### src/rtl/core/segment_tree_point_add_range_sum_assert.svh
// assertion macros for the segment tree block
// depends on clk and rst being visible at the place of use
`ifndef SEGMENT_TREE_POINT_ADD_RANGE_SUM_ASSERT_SVH
`define SEGMENT_TREE_POINT_ADD_RANGE_SUM_ASSERT_SVH

// same-cycle implication
`define SEGTREE_ASSERT_IMPLY(lbl, ante, cons, msg) \
  lbl: assert property (@(posedge clk) disable iff (rst) (ante) |-> (cons)) else $error(msg);

// next-cycle implication
`define SEGTREE_ASSERT_NEXT(lbl, ante, cons, msg) \
  lbl: assert property (@(posedge clk) disable iff (rst) (ante) |=> (cons)) else $error(msg);

`endif

### src/rtl/core/segtree_pkg.sv
// shared constants, codes and controller/datapath types for the segment tree
// no dependencies
package segtree_pkg;

  localparam int MAX_ELEMENTS = 1024;
  localparam int COUNT_W      = 11;
  localparam int DATA_W       = 32;
  localparam int CMD_W        = 2;
  localparam int NODE_DEPTH   = 4 * MAX_ELEMENTS;
  localparam int NODE_W       = $clog2(NODE_DEPTH);
  localparam int STACK_DEPTH  = $clog2(MAX_ELEMENTS) + 2;
  localparam int SIDX_W       = $clog2(STACK_DEPTH);
  localparam int SP_W         = $clog2(STACK_DEPTH + 1);

  localparam logic [COUNT_W-1:0] COUNT_RESET = COUNT_W'(MAX_ELEMENTS);

  // command codes of the request channel
  typedef enum logic [CMD_W-1:0] {
    OP_ADD   = 2'd0,
    OP_SUB   = 2'd1,
    OP_QUERY = 2'd2,
    OP_CLEAR = 2'd3
  } op_t;

  typedef enum logic [3:0] {
    S_CLEAR,
    S_IDLE,
    S_UPD_DESC,
    S_UPD_LEAF,
    S_UPD_SIB,
    S_UPD_PARENT,
    S_Q_VISIT,
    S_Q_ACC,
    S_DONE
  } state_t;

  // one pending subtree of a query walk
  typedef struct packed {
    logic [NODE_W-1:0]  node;
    logic [COUNT_W-1:0] lo;
    logic [COUNT_W-1:0] hi;
  } walk_entry_t;

  // controller to datapath
  typedef struct packed {
    logic load;
    logic clr_start;
    logic clr_step;
    logic desc_step;
    logic rd_node;
    logic leaf_wr;
    logic sib_rd;
    logic par_wr;
    logic q_split;
    logic q_acc;
    logic res_load;
  } ctl_cmd_t;

  // datapath to controller
  typedef struct packed {
    op_t  op;
    logic upd_ok;
    logic q_err;
    logic clr_last;
    logic leaf;
    logic root;
    logic parent_root;
    logic covered;
    logic sp_empty;
    logic out_free;
  } ctl_status_t;

endpackage

### src/rtl/core/segtree_ctrl.sv
// controller state machine sequencing clears, point updates and range queries
// depends on segtree_pkg
module segtree_ctrl (
  input  logic                     clk,
  input  logic                     rst,
  input  logic                     in_valid,
  output logic                     in_ready,
  input  segtree_pkg::ctl_status_t st,
  output segtree_pkg::ctl_cmd_t    cmd
);

  segtree_pkg::state_t state;
  segtree_pkg::state_t state_next;

  // state register, reset starts with a clearing pass
  always_ff @(posedge clk) begin
    if (rst) begin
      state <= segtree_pkg::S_CLEAR;
    end else begin
      state <= state_next;
    end
  end

  // next state and commands
  always_comb begin
    state_next = state;
    cmd        = '0;
    in_ready   = 1'b0;
    case (state)
      segtree_pkg::S_CLEAR: begin
        cmd.clr_step = 1'b1;
        if (st.clr_last) state_next = segtree_pkg::S_IDLE;
      end
      segtree_pkg::S_IDLE: begin
        in_ready = 1'b1;
        if (in_valid) begin
          cmd.load = 1'b1;
          case (st.op)
            segtree_pkg::OP_ADD, segtree_pkg::OP_SUB: begin
              if (st.upd_ok) state_next = segtree_pkg::S_UPD_DESC;
            end
            segtree_pkg::OP_QUERY: begin
              state_next = st.q_err ? segtree_pkg::S_DONE : segtree_pkg::S_Q_VISIT;
            end
            segtree_pkg::OP_CLEAR: begin
              cmd.clr_start = 1'b1;
              state_next    = segtree_pkg::S_CLEAR;
            end
            default: state_next = segtree_pkg::S_IDLE;
          endcase
        end
      end
      // walk down to the leaf of the updated position
      segtree_pkg::S_UPD_DESC: begin
        if (st.leaf) begin
          cmd.rd_node = 1'b1;
          state_next  = segtree_pkg::S_UPD_LEAF;
        end else begin
          cmd.desc_step = 1'b1;
        end
      end
      segtree_pkg::S_UPD_LEAF: begin
        cmd.leaf_wr = 1'b1;
        state_next  = st.root ? segtree_pkg::S_IDLE : segtree_pkg::S_UPD_SIB;
      end
      // climb back up: fetch sibling, write parent
      segtree_pkg::S_UPD_SIB: begin
        cmd.sib_rd = 1'b1;
        state_next = segtree_pkg::S_UPD_PARENT;
      end
      segtree_pkg::S_UPD_PARENT: begin
        cmd.par_wr = 1'b1;
        state_next = st.parent_root ? segtree_pkg::S_IDLE : segtree_pkg::S_UPD_SIB;
      end
      // query walk over covering nodes
      segtree_pkg::S_Q_VISIT: begin
        if (st.covered) begin
          cmd.rd_node = 1'b1;
          state_next  = segtree_pkg::S_Q_ACC;
        end else begin
          cmd.q_split = 1'b1;
        end
      end
      segtree_pkg::S_Q_ACC: begin
        cmd.q_acc  = 1'b1;
        state_next = st.sp_empty ? segtree_pkg::S_DONE : segtree_pkg::S_Q_VISIT;
      end
      segtree_pkg::S_DONE: begin
        if (st.out_free) begin
          cmd.res_load = 1'b1;
          state_next   = segtree_pkg::S_IDLE;
        end
      end
      default: state_next = segtree_pkg::S_IDLE;
    endcase
  end

endmodule

### config.mk
export PLATFORM = sky130hd
export DESIGN_NAME = segtree_ctrl
export DESIGN_NICKNAME = d
export VERILOG_FILES = /design/src/rtl/core/segment_tree_point_add_range_sum_assert.svh /design/src/rtl/core/segtree_pkg.sv /design/src/rtl/core/segtree_ctrl.sv
export SDC_FILE = /design/constraint.sdc
export NUM_CORES = 1
export LEC_CHECK = 0
export ABC_AREA = 1
export ABC_CLOCK_PERIOD_IN_PS = 1900
export BUFFER_PORTS_ARGS = -buffer_cell sky130_fd_sc_hd__buf_2
export CAP_MARGIN = 20
export CORE_MARGIN = 5
export CORE_UTILIZATION = 35
export CTS_CLUSTER_SIZE = 20
export DETAILED_ROUTE_END_ITERATION = 10
export GPL_ROUTABILITY_DRIVEN = 0
export SLEW_MARGIN = 20
export SYNTH_ARGS = -nofsm -noshare
export SYNTH_HDL_FRONTEND = slang
export SYNTH_SLANG_ARGS = --single-unit
export TNS_END_PERCENT = 50
### constraint.sdc
create_clock -name clk -period 1.9 [get_ports clk]
set_input_delay 0.19 -clock clk [delete_from_list [all_inputs] [get_ports clk]]
set_output_delay 0.19 -clock clk [all_outputs]
set_load 0.02 [all_outputs]
==> impl_metrics.json, run 1 <==
{
  "status": "complete, no violations",
  "fin_ws_ps": 350,
  "yosys_warnings": 0,
  "worst_ep_required_time_ps": 1710,
  "synth-edff-count": 0,
  "num_antenna_cells": 0,
  "dp_hpwl_um": 1170,
  "nets": 130,
  "drtIter0Drc": 6,
  "route.detailed.drc": 0,
  "grt_pass1_vias": 537,
  "leakagePower_nw": 0.385,
  "drive_above_1_share_pct": 39.5,
  "holdWs_ps": 162,
  "synthesis.nets": 101,
  "cts_buffer_depth": 2,
  "timing.max_cap.violations": 0,
  "slew_viol_final": 0,
  "routed_wl_um": 1340,
  "firstDrtPassIters": 3,
  "core_area_um2": 1330,
  "pre_cts_ws_ps": 586,
  "clock_latency_ps": 230,
  "cts_hold_buf": 0,
  "boundaryPins": 26,
  "dieArea_um2": 2300,
  "max_slew_margin_pct": 77.5,
  "syn-cell-area_um2": 505,
  "ys_top_cells_by_area": "dfxtp_1 16%, nand2_1 14%, inv_1 11%",
  "power_density_nw_per_um2": 943,
  "cp_data_arrival_time_ps": 1360,
  "ir_drop_v": 0.000462,
  "synth_area_leader_cell": "dfxtp_1",
  "die_h_um": 48.0,
  "synth.yosys.seq_area_share_pct": 15.8,
  "fin_area_um2": 661,
  "cts_repair_resize_count": 0,
  "worst_pin_slew_ps": 338,
  "grt_start_max_net_pins": 10,
  "portBuffers": 25,
  "multi_input_area_um2": 347,
  "synthTopCellsByCount": "19 x nand2_1, 15 x inv_1, 10 x nor2_1, 6 x nand3_1",
  "avgViaCountPerCell": 4.76,
  "finalSetupTns_ps": 0,
  "yosys.cell_count.top_type": "nand2_1",
  "initial_utilization_pct": 37.9,
  "top_register": "state",
  "clk_pin_slew_ps": 40,
  "crit_type": "flop to output pin",
  "report.final.hold_viol_count": 0,
  "period_needed_ps": 1550,
  "post_dp_cell_area_um2": 638,
  "synthCells": 87,
  "setup_viol": 0,
  "regArea_um2": 80.1,
  "cts.sink_count": 4,
  "synth_top_area_share_pct": 15.8,
  "grt_first_pass_wirelength_um": 2240,
  "ys.flop_type": "dfxtp_1",
  "cts-root-buf": "clkbuf_4",
  "fin_crit_sh_pct": 81.6,
  "avgSynthCellArea_um2": 5.81,
  "worst_setup_path_start_kind": "flop",
  "cts_setup_buffers": 0,
  "ys_ff_latch": 4,
  "grt_antenna_before_repair": 0,
  "rows": 13,
  "hp-class": "input port to flop",
  "track_usage_pct": 13.7,
  "reg_top3": "state: 4 flops",
  "fmax_mhz": 645,
  "rsz0062_at_grt": "no",
  "cts_made_buffers": 3,
  "ys_async_sr_fraction_pct": 0,
  "largest_register_ffs": 4,
  "wire_per_inst_um": 10.4,
  "area_delta_synth_final_pct": 30.7,
  "overflow": 0,
  "worstPathMaxFanout": 9,
  "synth.distinct_cells": 19,
  "antenna_left": 0,
  "fillers": 164,
  "cts_max_level": 1,
  "cts_tree": "done",
  "cp-end-kind": "output pin",
  "fin_skew_ps": 6.47,
  "route.vias.total": 614,
  "floorplan.die.width_um": 48.0
}
[per-stage QoR]
step | total power, W | std cells | utilization [%]
2_1_floorplan | 0.000440 | 87 | -
3_3_place_gp | 0.000519 | 126 | 47.8
3_5_place_dp | 0.000520 | 126 | 47.8
4_1_cts | 0.000625 | 129 | 49.5
5_1_grt | 0.000692 | 129 | 49.5
6_report | 0.000623 | 129 | 49.5
[power breakdown]
| part | switching (W) | leakage, nW | internal (W) | total, W |
|---|---|---|---|---|
| combinational | 0.000241 | 0.338 | 0.000134 | 0.000376 |
| clock | 0.0000336 | 0.0138 | 0.0000706 | 0.000104 |
| sequential | 0.0000404 | 0.0326 | 0.000102 | 0.000143 |
[cell families after synthesis]
logic type	after synthesis	share of synthesized area (%)
buffers and inverters	19	15.6
flip-flops	4	15.8
AO/OA/AOI/OAI	9	9.41
AND/OR/NAND/NOR	55	59.2
[critical path, cell delays in order (launching register included)]
cell and delay (ps):
dfxtp_1 510, nand3_1 180, nor2_1 130, and3_1 150, buf_2 160
[layout by cell type (no fill, tap or decap)]
master    count
a21oi_1       4
and3_1        1
buf_2        25
clkbuf_4      3
dfxtp_1       4
inv_1        15
inv_2         3
nand2_1      19
nand2_2       3
nand3_1       6
nand3_2       4
nand3b_1      2
nand4_1       2
nor2_1       10
nor2_2        3
nor2_4        3
nor3_1        1
nor3_2        1
o211ai_1      1
o21ai_0       4
[final cells by class]
type / count / area share [%]
well taps: 15 / 2.84
inverters: 18 / 10.2
clock buffers: 3 / 3.41
multi-input cells: 64 / 52.5
flip-flops and latches: 4 / 12.1
repair buffers: 25 / 18.9
[metal layers]
metal  track usage [%]  up-vias  share of wire (%)
met2              23.5       18                 49
li1                  -      329                  -
met1              16.9      267                 44
met5                 0        -                  0
met3              1.50        0                6.8
met4              6.45        0                  0
[final timing paths]
check / from / end / slack, ps / cells past startpoint
setup / recovery: state[0]$_SDFFE_PP0P_ / cmd[9] / 350 / 4
hold / removal: rst / state[2]$_SDFFE_PP0P_ / 160 / 2
setup reg to reg: state[0]$_SDFFE_PP0P_ / state[1]$_SDFFE_PP0P_ / 600 / 6
hold reg to reg: state[3]$_SDFFE_PP0P_ / state[3]$_SDFFE_PP0P_ / 720 / 4
(Power assumes the default switching activity.)
==> inputs of run 2 (changes only) <==
--- a/config.mk
+++ b/config.mk
@@ -6,7 +6,7 @@
 export NUM_CORES = 1
 export LEC_CHECK = 0
 export ABC_AREA = 1
-export ABC_CLOCK_PERIOD_IN_PS = 1900
+export ABC_CLOCK_PERIOD_IN_PS = 1200
 export BUFFER_PORTS_ARGS = -buffer_cell sky130_fd_sc_hd__buf_2
 export CAP_MARGIN = 20
 export CORE_MARGIN = 5
@@ -14,6 +14,7 @@
 export CTS_CLUSTER_SIZE = 20
 export DETAILED_ROUTE_END_ITERATION = 10
 export GPL_ROUTABILITY_DRIVEN = 0
+export PLACE_DENSITY = 0.67
 export SLEW_MARGIN = 20
 export SYNTH_ARGS = -nofsm -noshare
 export SYNTH_HDL_FRONTEND = slang
==> constraint.sdc (replaced) <==
create_clock -name clk -period 1.2 [get_ports clk]
set_input_delay 0.12 -clock clk [delete_from_list [all_inputs] [get_ports clk]]
set_output_delay 0.12 -clock clk [all_outputs]
set_load 0.02 [all_outputs]
==> impl_metrics.json, run 2 (same netlist as run 1, synthesis figures left out) <==
{
  "post_dp_cell_area_um2": 717,
  "crit_family": "simple AND/OR/NAND/NOR gates",
  "timing.max_cap.violations": 0,
  "status": "finished with violations",
  "crit_chain": "nor2_4 -> nand3_4 -> nor2_4 -> and3_4 -> buf_6",
  "cp-end-kind": "output pin",
  "cts_buffer_depth": 2,
  "dp_hpwl_um": 1230,
  "worst_pin_slew_ps": 205,
  "largest_register_ffs": 4,
  "power_density_nw_per_um2": 1570,
  "worst_ep_required_time_ps": 1080,
  "cts_made_buffers": 3,
  "final_common_cell": "buf_4",
  "overflow": 0,
  "hp-class": "input port to flop",
  "rows": 13,
  "drive_above_1_share_pct": 60.5,
  "multi_input_area_um2": 423,
  "leakagePower_nw": 0.475,
  "routed_wl_um": 1830,
  "antenna_left": 0,
  "fin_crit_sh_pct": 113,
  "fin_area_um2": 913,
  "crit_type": "flop to output pin",
  "rsz0062_at_grt": "yes",
  "worstPathMaxFanout": 4,
  "area_delta_synth_final_pct": 80.7,
  "avgViaCountPerCell": 5.05,
  "regArea_um2": 95.1,
  "clk_pin_slew_ps": 40,
  "cts_max_level": 1,
  "finalPower_w": 0.00143,
  "drtIter0Drc": 13,
  "route.vias.total": 727,
  "violations": "negative setup slack",
  "floorplan.die.width_um": 48.0,
  "track_usage_pct": 16.5,
  "path_buf_inv": 1,
  "initial_utilization_pct": 37.9,
  "cp_data_arrival_time_ps": 1230,
  "cts_tree": "done",
  "grt_first_pass_wirelength_um": 2600,
  "wire_per_inst_um": 12.7,
  "die_h_um": 48.0,
  "core_area_um2": 1330,
  "top_register": "state",
  "slew_viol_final": 0,
  "nets": 145,
  "report.final.hold_viol_count": 0,
  "fin_skew_ps": 2.56,
  "grt_start_max_net_pins": 8,
  "setup_viol": 16,
  "reg_top3": "state: 4 flops",
  "slowest_delay_ps": 350,
  "portBuffers": 25,
  "ir_drop_v": 0.000959,
  "crit_path_frequent_cell": "nor2_4",
  "route.detailed.drc": 0,
  "firstDrtPassIters": 4,
  "grt_pass1_vias": 634,
  "period_needed_ps": 1350,
  "fin_ws_ps": -151,
  "mostFrequentLayoutCells": "20 x buf_4, 16 x nand2_1, 15 x buf_2",
  "cts_hold_buf": 0,
  "fillers": 128,
  "grt_antenna_before_repair": 0,
  "dieArea_um2": 2300,
  "boundaryPins": 26,
  "cpMaxStageDelayCell": "dfxtp_4",
  "cts-root-buf": "clkbuf_4",
  "finalSetupTns_ps": -1290,
  "num_antenna_cells": 0,
  "max_slew_margin_pct": 86.2,
  "fmax_mhz": 740,
  "cts.sink_count": 4,
  "clock_latency_ps": 250,
  "worst_setup_path_start_kind": "flop"
}
[run 2: changes by cell type in the layout (fill, tap and decap cells not counted), sizes merged]
cell | before | now
buf | 25 | 40
[run 2: repair_timing]
action | CTS | global route
setup buffers | 2 | 4
pin swaps | 3 | 9
setup endpoints to repair | 16 | 16
gates cloned | 0 | 0
resized for setup | 28 | 15
endpoints found under the hold margin | 0 | 0
[run 2: where the power goes]
group	total (W)	internal, W	switching, W
sequential	0.000264	0.000176	0.0000881
combinational	0.000988	0.000459	0.000529
clock	0.000183	0.000113	0.0000702
[run 2: layout make-up]
type	count	share of cell area, %
clock buffers	3	2.47
well taps	15	2.05
inverters	18	7.95
flip-flops and latches	4	10.4
multi-input cells	64	46.3
repair buffers	40	30.8
[run 2: path summary, 6_finish.rpt]
check | startpoint | endpoint | depth (start not counted) | slack [ps]
max | state[2]$_SDFFE_PP0P_ | cmd[9] | 5 | -150
min | rst | state[3]$_SDFFE_PP0P_ | 2 | 90
min reg2reg | state[0]$_SDFFE_PP0P_ | state[0]$_SDFFE_PP0P_ | 4 | 700
max reg2reg | state[1]$_SDFFE_PP0P_ | state[0]$_SDFFE_PP0P_ | 10 | -60
[run 2: through the flow]
stage                     util, %  worst slack (ps)  std cells  hold slack (ps)
after floorplan                 -             -61.2         87              189
after global placement       53.8             -72.5        135              334
after detailed placement     53.8             -74.1        135              338
after CTS                    63.0              -138        140             82.0
after global routing         68.5              -207        144             79.2
final                        68.5              -151        144             85.2
[run 2: layer usage]
metal / GRT usage [%] / up-vias / routed length [µm]
met3: 2.63 / 4 / 117
met4: 9.68 / 0 / 43
met1: 18.0 / 335 / 748
li1: - / 359 / -
met2: 29.6 / 29 / 924
met5: 0 / - / 0
==> inputs of run 3 (changes only) <==
--- a/config.mk
+++ b/config.mk
@@ -14,6 +14,7 @@
 export CTS_CLUSTER_SIZE = 20
 export DETAILED_ROUTE_END_ITERATION = 10
 export GPL_ROUTABILITY_DRIVEN = 0
+export MAX_ROUTING_LAYER = met4
 export PLACE_DENSITY = 0.67
 export SLEW_MARGIN = 20
 export SYNTH_ARGS = -nofsm -noshare
==> impl_metrics.json, run 3 (same netlist as run 1, synthesis figures left out) <==
{
  "status": "finished with violations",
  "violations": "negative setup slack",
  "overflow": 0,
  "top_register": "state",
  "clk_pin_slew_ps": 40,
  "cts_tree": "done",
  "num_antenna_cells": 0,
  "firstDrtPassIters": 4,
  "avgViaCountPerCell": 5.03,
  "dp_cells": 135,
  "slew_viol_final": 0,
  "clock_latency_ps": 250,
  "worstPathMaxFanout": 4,
  "grt_start_max_net_pins": 8,
  "ir_drop_v": 0.000957,
  "reg_top3": "state: 4 flops",
  "fin_area_um2": 913,
  "fin_crit_sh_pct": 113,
  "cts_made_buffers": 3,
  "route.vias.total": 725,
  "area_delta_synth_final_pct": 80.7,
  "cts.sink_count": 4,
  "timing.max_cap.violations": 0,
  "crit_type": "flop to output pin",
  "dp_hpwl_um": 1230,
  "cts_buffer_depth": 2,
  "die_h_um": 48.0,
  "dieArea_um2": 2300,
  "leakagePower_nw": 0.475,
  "grt_pass1_vias": 634,
  "fin_skew_ps": 2.08,
  "portBuffers": 25,
  "hp-class": "input port to flop",
  "core_area_um2": 1330,
  "floorplan.die.width_um": 48.0,
  "routed_wl_um": 1840,
  "fin_ws_ps": -153,
  "rows": 13,
  "drtIter0Drc": 9,
  "worst_pin_slew_ps": 200,
  "mostFrequentLayoutCells": "20 x buf_4, 16 x nand2_1, 15 x buf_2",
  "worst_setup_path_start_kind": "flop",
  "cp-end-kind": "output pin",
  "drive_above_1_share_pct": 60.5,
  "finish.utilization_pct": 68.5,
  "report.final.hold_viol_count": 0,
  "nets": 145,
  "post_dp_cell_area_um2": 717,
  "fmax_mhz": 739,
  "cts-root-buf": "clkbuf_4",
  "route.detailed.drc": 0,
  "worst_ep_required_time_ps": 1080,
  "setup_viol": 16,
  "final_common_cell": "buf_4",
  "period_needed_ps": 1350,
  "grt_first_pass_wirelength_um": 2600,
  "power_density_nw_per_um2": 1570,
  "rsz0062_at_grt": "yes",
  "cp_data_arrival_time_ps": 1230,
  "boundaryPins": 26,
  "stdcell_count": 144,
  "largest_register_ffs": 4,
  "max_slew_margin_pct": 86.6,
  "cts_max_level": 1,
  "antenna_left": 0,
  "track_usage_pct": 17.0,
  "grt_antenna_before_repair": 0,
  "initial_utilization_pct": 37.9,
  "wire_per_inst_um": 12.8
}
run 3: cell counts in the layout (fill, tap and decap cells not counted):
Identical to the previous run, type by type.
run 3: cell type report:
type / count / area [µm²]
inverters: 18 / 72.6
repair buffers: 40 / 282
fillers: 128 / 420
well taps: 15 / 18.8
clock buffers: 3 / 22.5
multi-input cells: 64 / 423
flip-flops and latches: 4 / 95.1
run 3: power by group:
| group | total, W | internal (W) | switching (W) |
|---|---|---|---|
| sequential | 0.000264 | 0.000176 | 0.0000880 |
| combinational | 0.000987 | 0.000459 | 0.000528 |
| clock | 0.000182 | 0.000113 | 0.0000693 |
run 3: what timing repair did:
action	in CTS	in global routing
resized for setup	28	15
pin swaps	3	9
hold buffers	0	0
endpoints found under the setup margin	16	16
setup buffers	2	4
gates cloned	0	0
run 3: stage by stage:
stage	setup WS, ps	TNS, ps	hold WS [ps]	total power [W]
floorplan	-61.2	-80.6	189	0.000712
global placement	-72.5	-299	334	0.000937
detailed placement	-74.1	-283	338	0.000938
CTS	-138	-714	82.0	0.00127
global route	-207	-2130	79.3	0.00153
finish	-153	-1290	85.6	0.00143
run 3: critical path: stages (launching register included):
cell	delay, ps
dfxtp_4	360
nor2_4	160
nand3_4	100
nor2_4	90
and3_4	170
buf_6	110
run 3: metal layers:
metal | wire length, µm | global-route usage [%] | share of wire [%] | vias to the layer above
met5 | 0 | - | 0 | -
met4 | 50 | 9.68 | 2.7 | 0
met3 | 109 | 2.26 | 5.9 | 6
met2 | 921 | 29.6 | 50 | 29
met1 | 754 | 18.2 | 41 | 331
li1 | - | - | - | 359
run 3: worst paths after layout:
kind / start / to / slack (ps) / depth (start not counted)
hold reg to reg: state[0]$_SDFFE_PP0P_ / state[0]$_SDFFE_PP0P_ / 690 / 4
setup / recovery: state[2]$_SDFFE_PP0P_ / cmd[9] / -150 / 5
setup reg to reg: state[1]$_SDFFE_PP0P_ / state[0]$_SDFFE_PP0P_ / -60 / 10
hold / removal: rst / state[3]$_SDFFE_PP0P_ / 90 / 2
